File: config.mk
export PLATFORM = sky130hd
export DESIGN_NAME = bst_ctrl_flat
export DESIGN_NICKNAME = d
export VERILOG_FILES = /design/src/hw/rtl/bst_pkg.sv /design/src/hw/rtl/bst_if.sv /design/src/hw/rtl/bst_ctrl.sv /design/src/flat_wrapper.sv
export SDC_FILE = /design/constraint.sdc
export NUM_CORES = 1
export LEC_CHECK = 0
export BUFFER_PORTS_ARGS = -buffer_cell sky130_fd_sc_hd__buf_2
export CORE_MARGIN = 5
export CORE_UTILIZATION = 32
export CTS_BUF_LIST = sky130_fd_sc_hd__clkbuf_16
export DETAILED_ROUTE_END_ITERATION = 7
export PLACE_DENSITY = 0.77
export SYNTH_ARGS = -nofsm -noshare
export SYNTH_HDL_FRONTEND = slang
export SYNTH_SLANG_ARGS = --single-unit
File: constraint.sdc
create_clock -name clk -period 2 [get_ports clk]
set_input_delay 0.2 -clock clk [delete_from_list [all_inputs] [get_ports clk]]
set_output_delay 0.2 -clock clk [all_outputs]
set_load 0.01 [all_outputs]
File: src/hw/rtl/bst_pkg.sv
// Package for the bounded set table: field widths, operation codes and the
// command/status structs between controller and datapath. No dependencies.
package bst_pkg;

  localparam int FUNC_W = 2;
  localparam int KEY_W  = 64;
  localparam int CNT_W  = 7;

  localparam logic [CNT_W-1:0] CAP_RESET = 7'd64;

  typedef enum logic [FUNC_W-1:0] {
    FN_INSERT = 2'd0,
    FN_REMOVE = 2'd1,
    FN_QUERY  = 2'd2,
    FN_COUNT  = 2'd3
  } func_t;

  // Controller to datapath
  typedef struct packed {
    logic load;     // capture key, restart scan
    logic scan;     // advance scan by one entry
    logic take;     // record slot of the current hit
    logic rd_last;  // read the last used entry
    logic ins;      // append key, grow count
    logic mov;      // move last entry into hit slot, shrink count
  } cmd_t;

  // Datapath to controller
  typedef struct packed {
    logic             hit;
    logic             searched;
    logic             room;
    logic [CNT_W-1:0] count;
  } status_t;

endpackage

File: src/hw/rtl/bst_if.sv
// Handshake channels of the bounded set table: request and response.
// Depends on bst_pkg for field widths.
interface bst_req_if;
  logic                        valid;
  logic                        ready;
  logic [bst_pkg::FUNC_W-1:0]  func;
  logic [bst_pkg::KEY_W-1:0]   key_value;

  modport source (output valid, output func, output key_value, input ready);
  modport sink   (input valid, input func, input key_value, output ready);
endinterface

interface bst_rsp_if;
  logic                        valid;
  logic                        ready;
  logic                        success;
  logic [bst_pkg::CNT_W-1:0]   fill_count;

  modport source (output valid, output success, output fill_count, input ready);
  modport sink   (input valid, input success, input fill_count, output ready);
endinterface

File: src/hw/rtl/bst_ctrl.sv
// Controller of the bounded set table: sequences scan, insert and remove,
// and holds the response register. Depends on bst_pkg and bst_if.
module bst_ctrl (
  input  logic              clk,
  input  logic              rst,
  bst_req_if.sink           req,
  bst_rsp_if.source         rsp,
  output bst_pkg::cmd_t     cmd,
  input  bst_pkg::status_t  status
);

  typedef enum logic [4:0] {
    S_IDLE    = 5'b00001,
    S_SCAN    = 5'b00010,
    S_MOVE_RD = 5'b00100,
    S_MOVE_WR = 5'b01000,
    S_DONE    = 5'b10000
  } state_t;

  state_t                     state, state_next;
  bst_pkg::func_t             func, func_next;
  logic                       ok, ok_next;
  logic                       rsp_valid, rsp_valid_next;
  logic                       rsp_success;
  logic [bst_pkg::CNT_W-1:0]  rsp_fill;
  logic                       push;

  assign req.ready      = (state == S_IDLE);
  assign rsp.valid      = rsp_valid;
  assign rsp.success    = rsp_success;
  assign rsp.fill_count = rsp_fill;

  assign push = (state == S_DONE) && (!rsp_valid || rsp.ready);

  always_comb begin
    state_next = state;
    func_next  = func;
    ok_next    = ok;
    cmd        = '0;
    unique case (state)
      S_IDLE: begin
        if (req.valid) begin
          cmd.load  = 1'b1;
          func_next = bst_pkg::func_t'(req.func);
          ok_next   = 1'b0;
          state_next = (bst_pkg::func_t'(req.func) == bst_pkg::FN_COUNT) ? S_DONE : S_SCAN;
        end
      end
      S_SCAN: begin
        priority if (status.hit) begin
          cmd.take = 1'b1;
          unique case (func)
            bst_pkg::FN_REMOVE: begin
              ok_next    = 1'b1;
              state_next = S_MOVE_RD;
            end
            bst_pkg::FN_QUERY: begin
              ok_next    = 1'b1;
              state_next = S_DONE;
            end
            default: begin
              ok_next    = 1'b0;
              state_next = S_DONE;
            end
          endcase
        end else if (status.searched) begin
          // key absent: only an insert with room changes the table
          if (func == bst_pkg::FN_INSERT && status.room) begin
            cmd.ins = 1'b1;
            ok_next = 1'b1;
          end else begin
            ok_next = 1'b0;
          end
          state_next = S_DONE;
        end else begin
          cmd.scan = 1'b1;
        end
      end
      S_MOVE_RD: begin
        cmd.rd_last = 1'b1;
        state_next  = S_MOVE_WR;
      end
      S_MOVE_WR: begin
        cmd.mov    = 1'b1;
        state_next = S_DONE;
      end
      S_DONE: begin
        if (push) begin
          state_next = S_IDLE;
        end
      end
      default: begin
        state_next = S_IDLE;
      end
    endcase
  end

  always_comb begin
    rsp_valid_next = rsp_valid && !rsp.ready;
    if (push) begin
      rsp_valid_next = 1'b1;
    end
  end

  always_ff @(posedge clk) begin
    if (rst) begin
      state     <= S_IDLE;
      rsp_valid <= 1'b0;
      func      <= bst_pkg::FN_COUNT;
      ok        <= 1'b0;
    end else begin
      state     <= state_next;
      rsp_valid <= rsp_valid_next;
      func      <= func_next;
      ok        <= ok_next;
    end
  end

  always_ff @(posedge clk) begin
    if (push) begin
      rsp_success <= ok;
      rsp_fill    <= status.count;
    end
  end

endmodule

File: src/flat_wrapper.sv
// flat-port wrapper written by rule: the top's interface ports become plain ports
module bst_ctrl_flat 
  (clk, rst, cmd, status, req_valid, req_func, req_key_value, req_ready, rsp_valid, rsp_success, rsp_fill_count, rsp_ready);
  bst_req_if req_i ();
  bst_rsp_if rsp_i ();
  input  logic clk;
  input  logic rst;
  output bst_pkg::cmd_t cmd;
  input  bst_pkg::status_t status;
  input wire logic [$bits(req_i.valid)-1:0] req_valid;
  input wire logic [$bits(req_i.func)-1:0] req_func;
  input wire logic [$bits(req_i.key_value)-1:0] req_key_value;
  output wire logic [$bits(req_i.ready)-1:0] req_ready;
  output wire logic [$bits(rsp_i.valid)-1:0] rsp_valid;
  output wire logic [$bits(rsp_i.success)-1:0] rsp_success;
  output wire logic [$bits(rsp_i.fill_count)-1:0] rsp_fill_count;
  input wire logic [$bits(rsp_i.ready)-1:0] rsp_ready;
  assign req_i.valid = req_valid;
  assign req_i.func = req_func;
  assign req_i.key_value = req_key_value;
  assign req_ready = req_i.ready;
  assign rsp_valid = rsp_i.valid;
  assign rsp_success = rsp_i.success;
  assign rsp_fill_count = rsp_i.fill_count;
  assign rsp_i.ready = rsp_ready;
  bst_ctrl u_core (.clk(clk), .rst(rst), .req(req_i), .rsp(rsp_i), .cmd(cmd), .status(status));
endmodule
== Word-level counts from Yosys, hierarchy flattened ==
Cells that the tools add are included.
W data, S select, Z words.

* Bits in registers: 17
* Bits of input ports: 80
* Logic and storage cells: 54

* Equality and inequality tests: 11
* Mux-type cells: 25
* Reduce and logical (&&, ||, !) cells: 12

{| class="wikitable"
|+ Operator list
! cell !! count
|-
| $mux W5 || 6
|-
| $pmux W5 S5 || 1
|-
| $mux W1 || 16
|-
| $reduce_and A3 Y1 || 2
|-
| $eq A5 B1 Y1 const B || 1
|-
| $eq A5 B2 Y1 const B || 1
|-
| $eq A5 B3 Y1 const B || 1
|-
| $eq A5 B4 Y1 const B || 1
|-
| $eq A5 B5 Y1 const B || 1
|-
| $eq A2 B2 Y1 const B || 2
|-
| $logic_and A1 B1 Y1 || 3
|-
| $ne A3 B3 Y1 const B || 1
|-
| $eq A2 B1 Y1 const B || 1
|-
| $logic_not A1 Y1 || 2
|-
| $logic_not A2 Y1 || 1
|-
| $mux W2 || 1
|-
| $ne A2 B1 Y1 const B || 1
|-
| $ne A2 B2 Y1 const B || 1
|-
| $pmux W1 S2 || 1
|-
| $reduce_and A2 Y1 || 1
|-
| $reduce_bool A2 Y1 || 1
|-
| $reduce_or A2 Y1 || 1
|-
| $logic_or A1 B1 Y1 || 1
|}

== Logic depth before layout (Yosys ltp) ==
Gate-level depths: netlist (run 1).

* Depth after elaboration: 6
* Mapped depth: 6
* Mapped depth without buffers: 6

== Worst setup path before layout (run 1) ==
Ideal clock, no wire load.

* Kind: reg2reg
* Start point: register u_core.state[1]
* End point: register u_core.rsp_fill, in the netlist u_core.rsp.fill_count[0], enable pin
* Library setup time: 0.373 ns
* Data arrival time: 1.156 ns
* Required time: 1.627 ns
* Setup slack: 0.471 ns
* Cell stages (with the launch flop): 4
* Clock period less this slack: 1.529 ns
* Cells stage by stage: dfxtp_1 > nor2_1 > nand4bb_1 > nor2b_1

* Cells in the longest elaborated chain, start to end: 2

{| class="wikitable"
|+ Ends and longest elaborated chain
! item !! RTL line !! RTL
|-
| from (decl) || bst_ctrl.sv:20 || <nowiki>state_t state, state_next;</nowiki>
|-
| from (signal assigned) || bst_ctrl.sv:112 || <nowiki>state <= state_next;</nowiki>
|-
| $eq A5 B5 Y1 || bst_ctrl.sv:33 || <nowiki>assign push = (state == S_DONE) && (!rsp_valid || rsp.ready);</nowiki>
|-
| $logic_and A1 B1 Y1 || bst_ctrl.sv:33 ||
|-
| via u_core.push || bst_ctrl.sv:26 || <nowiki>logic push;</nowiki>
|-
| to (signal assigned) || bst_ctrl.sv:122 || <nowiki>rsp_fill <= status.count;</nowiki>
|-
| to (decl) || bst_ctrl.sv:25 || <nowiki>logic [bst_pkg::CNT_W-1:0] rsp_fill;</nowiki>
|}

The timed path passes the listed nets, and every way through them passes these cells.
A chain may end at the register's enable or synchronous reset.

==> metrics.txt, run 1 <==
outcome=finished clean; number of diodes added for antenna fixing=0; fin crit share=0.839; share of synthesized flip-flops with an asynchronous set or reset=0; clk slew on worst S/H paths=0.05 ns; commonest non-fill, non-tap cells in the layout=buf_2, dfxtp_1, edfxtp_1, nor2_1, inv_1; flip-flop and latch count after synthesis=17; kind of end point of the critical path=output pin; number of global-route vias before repair=604; detailed-route DRC error count=0; cell with the biggest individual delay on the critical path=dfxtp_1; final global-route overflow total=0; Port Buffers=31; CP bufs+invs=3; hpwl dp=1.39 mm; post-CTS resize count=0; critical path cell sequence=nor2_1 > nand3_2 > inv_1 > nand2_1 > inv_1 > buf_2; leakage power=0.491 nW; initial antenna violation count=0; post-CTS setup buffer count=0; wire length of the first global-routing pass=2.65 mm; final weighted congestion in routability-driven placement=0.762; maximum single-stage delay on the critical path=0.35 ns; most used flip-flop cell after synthesis=dfxtp_1; clock tree from TritonCTS=yes; Starting Density=0.326; syn nets=153; unrepaired setup endpoints after global routing=no; htree depth=1; total negative slack=0 ns; Max-slew headroom=0.780; clock latency of the later-clocked register in the worst-skew pair=0.24 ns; max-capacitance violation count=0; via count=690; Synth-to-Final Area Change=35.3%; I/O pin cnt=96; Syn. warnings=0; fin area=1070 µm²; number of nets with antenna violations after detailed routing=0; fmax=596 MHz; crit path time final=1.68 ns; critical path data arrival time=1.48 ns; Worst setup SP type=register; worst-case vdd ir drop=551 µV; number of search-and-repair iterations in the first detailed-routing pass=4; GRT Overall Usage=0.103; number of buffers created by CTS=3; hold violation total from the final report=0; area taken by flip-flops and latches=420 µm²; synthesized netlist cell count=71; CP required=1.80 ns; number of distinct library cells after synthesis=33; Row Count=18; Horiz. Die Dim=59.8 µm; average routed wire per standard cell=12.5 µm; worst-case clock skew=0.00228 ns; PwrDens=841 nW/µm²; number of hold buffers added after cts=0; share of final-layout standard cells stronger than drive strength 1=0.421; fin. max-slew vios=0; critical-path maximum fanout=5; final setup fails=0; Final nets=190; clock tree root driver cell=clkbuf_16; CP top delay family=simple AND/OR/NAND/NOR gates; area of the placeable core=2430 µm²; Crit path top cell by count=inv_1; sequential fraction of the synthesis area=0.530; Die Y-Extent=59.8 µm; Initial DRC Count=11; most common cell after layout, fill and taps aside=buf_2; post-synthesis area per instance=11.2 µm²; Post-Place Cell Area=993 µm²; number of sinks on the clock net=17; pin slew with the least headroom to its limit=0.327 ns; die footprint=3570 µm²; total area of multi-input combinational cells=350 µm²; Filler Cell Count=244; Post-synth EDFFs=8; largest net degree at the start of global routing=11; deepest clock path buffer count=2; number of vias per cell after detailed routing=5.04; Post-Syn Area=793 µm²; hold crit path type=in -> reg; total length of routed wires=1.72 mm; path type of the worst setup path=reg -> out
==> registers in the layout, indices dropped and copies added (netlist names) <==
signal	flops
u_core.state	5
u_core.rsp.fill_count	7
u_core.rsp.success	1
u_core.func	2
u_core.ok	1
u_core.rsp.valid	1
==> power by group <==
part           internal, mW  leakage, nW  switching, mW
registers             0.378        0.148         0.0116
clock network         0.267       0.0409          0.125
logic                0.0519        0.302         0.0699
total                 0.697        0.491          0.206
==> synthesized netlist by cell type, types with 2 or more instances <==
cell type	instances	area share
dfxtp_1	9	0.23
edfxtp_1	8	0.30
inv_1	6	0.028
nor2_1	6	0.028
a21oi_1	4	0.025
nand2_1	4	0.019
ha_1	2	0.032
nand3_1	2	0.013
nand3_2	2	0.025
nor2_2	2	0.016
nor3_2	2	0.025
o211ai_1	2	0.019
or3_1	2	0.016
==> final timing paths <==
path                            slack (ns)  cells after the start                         start                                 end
worst max-delay path                  0.32                      6  u_core.state[1]$_SDFFE_PP0P_                              cmd[5]
worst min-delay path                  0.13                      1                     status[6]  u_core.rsp.fill_count[6]$_DFFE_PP_
worst max register to register        0.51                      5  u_core.state[4]$_SDFFE_PP0P_        u_core.state[4]$_SDFFE_PP0P_
worst min register to register        0.47                      0        u_core.ok$_SDFFE_PP0P_        u_core.rsp.success$_DFFE_PP_
==> per-layer routing <==
layer | global-route usage | share of wire | vias to the layer above | wire length, µm
met4 | 0.0759 | 0.027 | 0 | 46
li1 | - | - | 334 | -
met1 | 0.123 | 0.42 | 322 | 714
met5 | 0 | 0 | - | 0
met3 | 0.0346 | 0.13 | 4 | 216
met2 | 0.151 | 0.43 | 30 | 737
==> cells by family after synthesis <==
family                   share of synthesized area
AND/OR/NAND/NOR                              0.229
flip-flops                                   0.530
AO/OA/AOI/OAI                                0.156
buffers and inverters                       0.0284
adder cells (fa/ha/maj)                     0.0315
XOR/XNOR                                    0.0110
multiplexers                                0.0142
==> through the flow <==
stage          utilization  std cells  worst slack (ns)  hold WS (ns)  power [mW]
4_1_cts              0.441        137             0.310         0.125       0.916
3_5_place_dp         0.408        133             0.506         0.380       0.518
5_1_grt              0.441        137             0.209         0.126       0.950
2_1_floorplan            -         71             0.471         0.269       0.471
3_3_place_gp         0.408        133             0.558         0.379       0.513
6_report             0.441        137             0.321         0.129       0.903
==> cell type report <==
class,instances,share of cell area
flip-flops and latches,17,0.392
multi-input cells,48,0.326
repair buffers,32,0.152
clock buffers,3,0.0699
well taps,30,0.0350
inverters,6,0.0210
clock inverters,1,0.00466
Power figures use the tool's default switching activity.
==> inputs of run 2 (changes only) <==
- clock period: 2 -> 1.7 ns (I/O delays scaled with it)
==> metrics.txt, run 2 (synthesized netlist as in run 1, its figures left out) <==
flip-flop count of the largest register, all copies and words added=7 (unchanged); final setup fails=0 (unchanged); number of buffers created by CTS=3 (unchanged); Starting Density=0.326 (unchanged); unrepaired setup endpoints after global routing=no (unchanged); path type of the worst setup path=reg -> out (unchanged); endpoint with the worst hold slack=u_core.rsp.fill_count[6]$_DFFE_PP_ (unchanged); Switch Pwr=0.246 mW (was 0.206 mW); Initial DRC Count=12 (was 11); hold violation total from the final report=0 (unchanged); share of final-layout standard cells stronger than drive strength 1=0.430 (was 0.421); critical path data arrival time=1.42 ns (was 1.48 ns); CP required=1.53 ns (was 1.80 ns); fin. max-slew vios=0 (unchanged); I/O pin cnt=96 (unchanged); max-capacitance violation count=0 (unchanged); clock tree from TritonCTS=yes (unchanged); final weighted congestion in routability-driven placement=0.762 (unchanged); worst reg-to-reg path cell count=5 (unchanged); Gate power share=0.136 (was 0.135); fin crit share=0.938; instance count after placement with tap cells included=133 (unchanged); Synth-to-Final Area Change=36.4% (was 35.3%); reg2reg end=u_core.state[4]$_SDFFE_PP0P_ (unchanged); crit path time final=1.59 ns; fin area=1080 µm² (was 1070 µm²); clk slew on worst S/H paths=0.05 ns (about the same); worst-case vdd ir drop=652 µV (was 551 µV); maximum single-stage delay on the critical path=0.36 ns (was 0.35 ns); kind of end point of the critical path=output pin (unchanged); Most Used Layer, Global Route=met2 (unchanged); Worst R2R Setup Slack=0.19 ns (was 0.51 ns); detailed-route DRC error count=0 (unchanged); hold crit path type=in -> reg (unchanged); deepest clock path buffer count=2 (unchanged); wire length of the first global-routing pass=2.65 mm (unchanged); initial antenna violation count=0 (unchanged); Final nets=190 (unchanged); Max-slew headroom=0.780 (about the same); Cell Int Power=0.820 mW (was 0.697 mW); critical path cell sequence=nor2_2 > nand3_2 > inv_1 > nand2_1 > inv_1 > buf_2 (was nor2_1 > nand3_2 > inv_1 > nand2_1 > inv_1 > buf_2); met1 routing resource usage after global routing=0.123 (unchanged); Horiz. Die Dim=59.8 µm (unchanged); proportion of power drawn by flip-flops and latches=0.430 (was 0.431); met2 Resource Use GR=0.151 (unchanged); Worst setup SP type=register (unchanged); placement-stage worst setup slack=0.206 ns (was 0.506 ns); GRT Overall Usage=0.103 (unchanged); total negative slack=0 ns (unchanged); Die Y-Extent=59.8 µm (unchanged); number of vias per cell after detailed routing=4.94 (was 5.04); Post-Place Cell Area=993 µm² (unchanged); switch share=0.231 (was 0.228); Crit path top cell by count=inv_1 (unchanged); total power after layout=1.07 mW (was 0.903 mW); average routed wire per standard cell=12.7 µm (was 12.5 µm); most common cell after layout, fill and taps aside=buf_2 (unchanged); area taken by flip-flops and latches=420 µm² (unchanged); number of diodes added for antenna fixing=0 (unchanged); proportion of power drawn by the clock network=0.434 (about the same); worst hold slack=0.0986 ns (was 0.129 ns); total area of multi-input combinational cells=359 µm² (was 350 µm²); via count=677 (was 690); leakage power=0.494 nW (was 0.491 nW); worst setup margin=0.105 ns (was 0.321 ns); area of the placeable core=2430 µm² (unchanged); worst-case clock skew=0.00171 ns (was 0.00228 ns); total length of routed wires=1.75 mm (was 1.72 mm); critical-path maximum fanout=5 (unchanged); number of search-and-repair iterations in the first detailed-routing pass=4 (unchanged); largest net degree at the start of global routing=11 (unchanged); number of nets with antenna violations after detailed routing=0 (unchanged); clock tree root driver cell=clkbuf_16 (unchanged); clock latency of the later-clocked register in the worst-skew pair=0.24 ns (about the same); hpwl dp=1.39 mm (unchanged); pin slew with the least headroom to its limit=0.327 ns (about the same); Port Buffers=31 (unchanged); Filler Cell Count=244 (unchanged); post-layout instance count excluding filler cells=137 (unchanged); hold path depth=1 (unchanged); htree depth=1 (unchanged); Hold Path Origin=status[6] (unchanged); fmax=627 MHz; number of sinks on the clock net=17 (unchanged); Row Count=18 (unchanged); number of global-route vias before repair=604 (unchanged); cell with the biggest individual delay on the critical path=dfxtp_1 (unchanged); final global-route overflow total=0 (unchanged); outcome=finished clean (unchanged); die footprint=3570 µm² (unchanged); reg-to-reg startpoint=u_core.state[4]$_SDFFE_PP0P_ (unchanged); number of hold buffers added after cts=0 (unchanged); fin util=0.445 (was 0.441); PwrDens=986 nW/µm² (was 841 nW/µm²); routing usage on met3=0.0346 (unchanged); commonest non-fill, non-tap cells in the layout=buf_2, dfxtp_1, edfxtp_1, inv_1, nor2_1 (was buf_2, dfxtp_1, edfxtp_1, nor2_1, inv_1)
[run 2: cell counts in the layout (fill, tap and decap cells not counted)]
No cell type changed its count.
[run 2: critical path, delay by kind of cell (launching register included)]
kind	cells	cell delay, ns
buf+inv	3	0.39
flops	1	0.36
simple gates	3	0.43
[run 2: worst max-delay path by stage]
stage	slack (ns)	endpoint	start	cells past startpoint
global route	0.004	cmd[5]	u_core.state[1]$_SDFFE_PP0P_	6
CTS	0.04	cmd[5]	u_core.state[1]$_SDFFE_PP0P_	6
global placement	0.26	u_core.rsp.fill_count[2]$_DFFE_PP_	u_core.state[1]$_SDFFE_PP0P_	4
finish	0.11	cmd[5]	u_core.state[1]$_SDFFE_PP0P_	6
floorplan	0.17	u_core.rsp.fill_count[0]$_DFFE_PP_	u_core.state[1]$_SDFFE_PP0P_	3
detailed placement	0.21	u_core.state[4]$_SDFFE_PP0P_	u_core.state[4]$_SDFFE_PP0P_	5
[run 2: what timing repair did]
action                                 4_1_cts  5_1_grt
setup buffers                                0        0
endpoints found under the hold margin        0        0
resized for setup                            0        2
setup endpoints to repair                    0        2
[run 2: area by class of cell]
type	instances	area share
clock buffer	3	0.0694
clock inverter	1	0.00462
inverter	6	0.0208
multi-input combinational	48	0.332
sequential	17	0.388
tap	30	0.0347
timing repair buffer	32	0.150
[run 2: power by group through the flow]
| stage | combinational [mW] | sequential [mW] | clock (mW) |
|---|---|---|---|
| 2_1_floorplan | 0.0903 | 0.464 | 0 |
| 3_3_place_gp | 0.139 | 0.465 | 0 |
| 3_5_place_dp | 0.143 | 0.466 | 0 |
| 4_1_cts | 0.145 | 0.458 | 0.476 |
| 5_1_grt | 0.164 | 0.460 | 0.496 |
| 6_report | 0.145 | 0.458 | 0.463 |
[run 2: per-layer routing]
metal / vias up / share of wire
li1: 335 / -
met1: 310 / 0.43
met2: 28 / 0.43
met3: 4 / 0.12
met4: 0 / 0.023
met5: - / 0
==> inputs of run 3 (changes only) <==
- CORE_UTILIZATION: 32 -> 34
- CTS_CLUSTER_SIZE: not set -> 20
- PLACE_DENSITY: 0.77 -> 0.81
- clock period: 1.7 -> 2 ns (I/O delays scaled with it)
==> metrics.txt, run 3 (synthesized netlist as in run 1, its figures left out) <==
maximum single-stage delay on the critical path=0.35 ns (was 0.36 ns); flip-flop count of the largest register, all copies and words added=7 (unchanged); critical path data arrival time=1.50 ns (was 1.42 ns); Die Y-Extent=58.3 µm (was 59.8 µm); Final nets=190 (unchanged); critical path cell sequence=nor2_1 > nand3_2 > inv_1 > nand2_1 > inv_1 > buf_2 (was nor2_2 > nand3_2 > inv_1 > nand2_1 > inv_1 > buf_2); total negative slack=0 ns (unchanged); worst-case clock skew=0.00328 ns (was 0.00171 ns); area of the placeable core=2210 µm² (was 2430 µm²); most common cell after layout, fill and taps aside=buf_2 (unchanged); Initial DRC Count=17 (was 12); Post-Place Cell Area=991 µm² (was 993 µm²); clock tree from TritonCTS=yes (unchanged); clock latency of the later-clocked register in the worst-skew pair=0.24 ns (about the same); post-CTS setup buffer count=0 (unchanged); max-capacitance violation count=0 (unchanged); die footprint=3400 µm² (was 3570 µm²); CP required=1.80 ns (was 1.53 ns); largest net degree at the start of global routing=10 (was 11); Starting Density=0.359 (was 0.326); number of vias per cell after detailed routing=5.01 (was 4.94); commonest non-fill, non-tap cells in the layout=buf_2, dfxtp_1, edfxtp_1, inv_1, nor2_1 (unchanged); Max-slew headroom=0.802 (was 0.780); fin area=1070 µm² (was 1080 µm²); share of final-layout standard cells stronger than drive strength 1=0.411 (was 0.430); worst-case vdd ir drop=516 µV (was 652 µV); number of hold buffers added after cts=0 (unchanged); fin. max-slew vios=0 (unchanged); PwrDens=837 nW/µm² (was 986 nW/µm²); path type of the worst setup path=reg -> out (unchanged); number of diodes added for antenna fixing=0 (unchanged); wire length of the first global-routing pass=2.84 mm (was 2.65 mm); number of search-and-repair iterations in the first detailed-routing pass=4 (unchanged); fmax=589 MHz; post-CTS resize count=0 (unchanged); via count=677 (unchanged); Row Count=17 (was 18); Synth-to-Final Area Change=34.9% (was 36.4%); htree depth=1 (unchanged); crit path time final=1.70 ns; number of buffers created by CTS=3 (unchanged); total length of routed wires=1.70 mm (was 1.75 mm); Worst setup SP type=register (unchanged); fin crit share=0.849; total power after layout=0.896 mW (was 1.07 mW); hold crit path type=in -> reg (unchanged); final weighted congestion in routability-driven placement=0.804 (was 0.762); number of global-route vias before repair=667 (was 604); Horiz. Die Dim=58.3 µm (was 59.8 µm); worst setup margin=0.301 ns (was 0.105 ns); Port Buffers=31 (unchanged); hpwl dp=1.40 mm (was 1.39 mm); deepest clock path buffer count=2 (unchanged); leakage power=0.492 nW (was 0.494 nW); unrepaired setup endpoints after global routing=no (unchanged); number of sinks on the clock net=17 (unchanged); pin slew with the least headroom to its limit=0.295 ns (was 0.327 ns); cell with the biggest individual delay on the critical path=dfxtp_1 (unchanged); Crit path top cell by count=inv_1 (unchanged); kind of end point of the critical path=output pin (unchanged); I/O pin cnt=96 (unchanged); final setup fails=0 (unchanged); outcome=finished clean (unchanged); critical-path maximum fanout=5 (unchanged); hold violation total from the final report=0 (unchanged); clock tree root driver cell=clkbuf_16 (unchanged); final global-route overflow total=0 (unchanged); GRT Overall Usage=0.107 (was 0.103); average routed wire per standard cell=12.6 µm (was 12.7 µm); number of nets with antenna violations after detailed routing=0 (unchanged); placement-stage worst setup slack=0.541 ns (was 0.206 ns); initial antenna violation count=0 (unchanged); detailed-route DRC error count=0 (unchanged); clk slew on worst S/H paths=0.05 ns (about the same)
-- run 3: cell types whose count changed in the layout (fill, tap and decap cells not counted), sizes merged --
| cell | previous run | this run |
|---|---|---|
| inv | 6 | 7 |
| clkinv | 1 | 0 |
-- run 3: path summary, 6_finish.rpt --
| kind | startpoint | end | slack (ns) | depth (start not counted) |
|---|---|---|---|---|
| setup / recovery | u_core.state[1]$_SDFFE_PP0P_ | cmd[5] | 0.30 | 6 |
| hold / removal | status[4] | u_core.rsp.fill_count[4]$_DFFE_PP_ | 0.13 | 1 |
| setup reg to reg | u_core.state[4]$_SDFFE_PP0P_ | u_core.state[4]$_SDFFE_PP0P_ | 0.50 | 5 |
| hold reg to reg | u_core.ok$_SDFFE_PP0P_ | u_core.rsp.success$_DFFE_PP_ | 0.46 | 0 |
-- run 3: through the flow --
stage	hold slack, ns	cells	utilization
final	0.130	135	0.484
after global routing	0.125	135	0.484
after CTS	0.129	135	0.484
after detailed placement	0.378	131	0.448
after global placement	0.381	131	0.448
after floorplan	0.269	71	-
-- run 3: worst max-delay path: cells and delay by family, from the launching register on --
kind / cells / cell delay, ns
flip-flops: 1 / 0.35
buffers and inverters: 3 / 0.40
AND/OR/NAND/NOR: 3 / 0.51
-- run 3: final cells by class --
type,count,area [µm²]
Clock buffer,3,75.1
Clock inverter,1,3.75
Fill cell,219,1140
Inverter,6,22.5
Multi-Input combinational cell,48,350
Sequential cell,17,420
Tap cell,28,35.0
Timing Repair Buffer,32,163
-- run 3: where the power goes --
group	switching (mW)	internal [mW]
logic	0.0697	0.0520
clock network	0.119	0.265
registers	0.0122	0.378
total	0.201	0.695
-- run 3: routing by layer --
| layer | routed length (µm) | vias up | GRT usage |
|---|---|---|---|
| li1 | - | 332 | - |
| met1 | 745 | 306 | 0.135 |
| met2 | 778 | 37 | 0.171 |
| met3 | 159 | 2 | 0.0373 |
| met4 | 12 | 0 | 0.0364 |
| met5 | 0 | - | 0 |
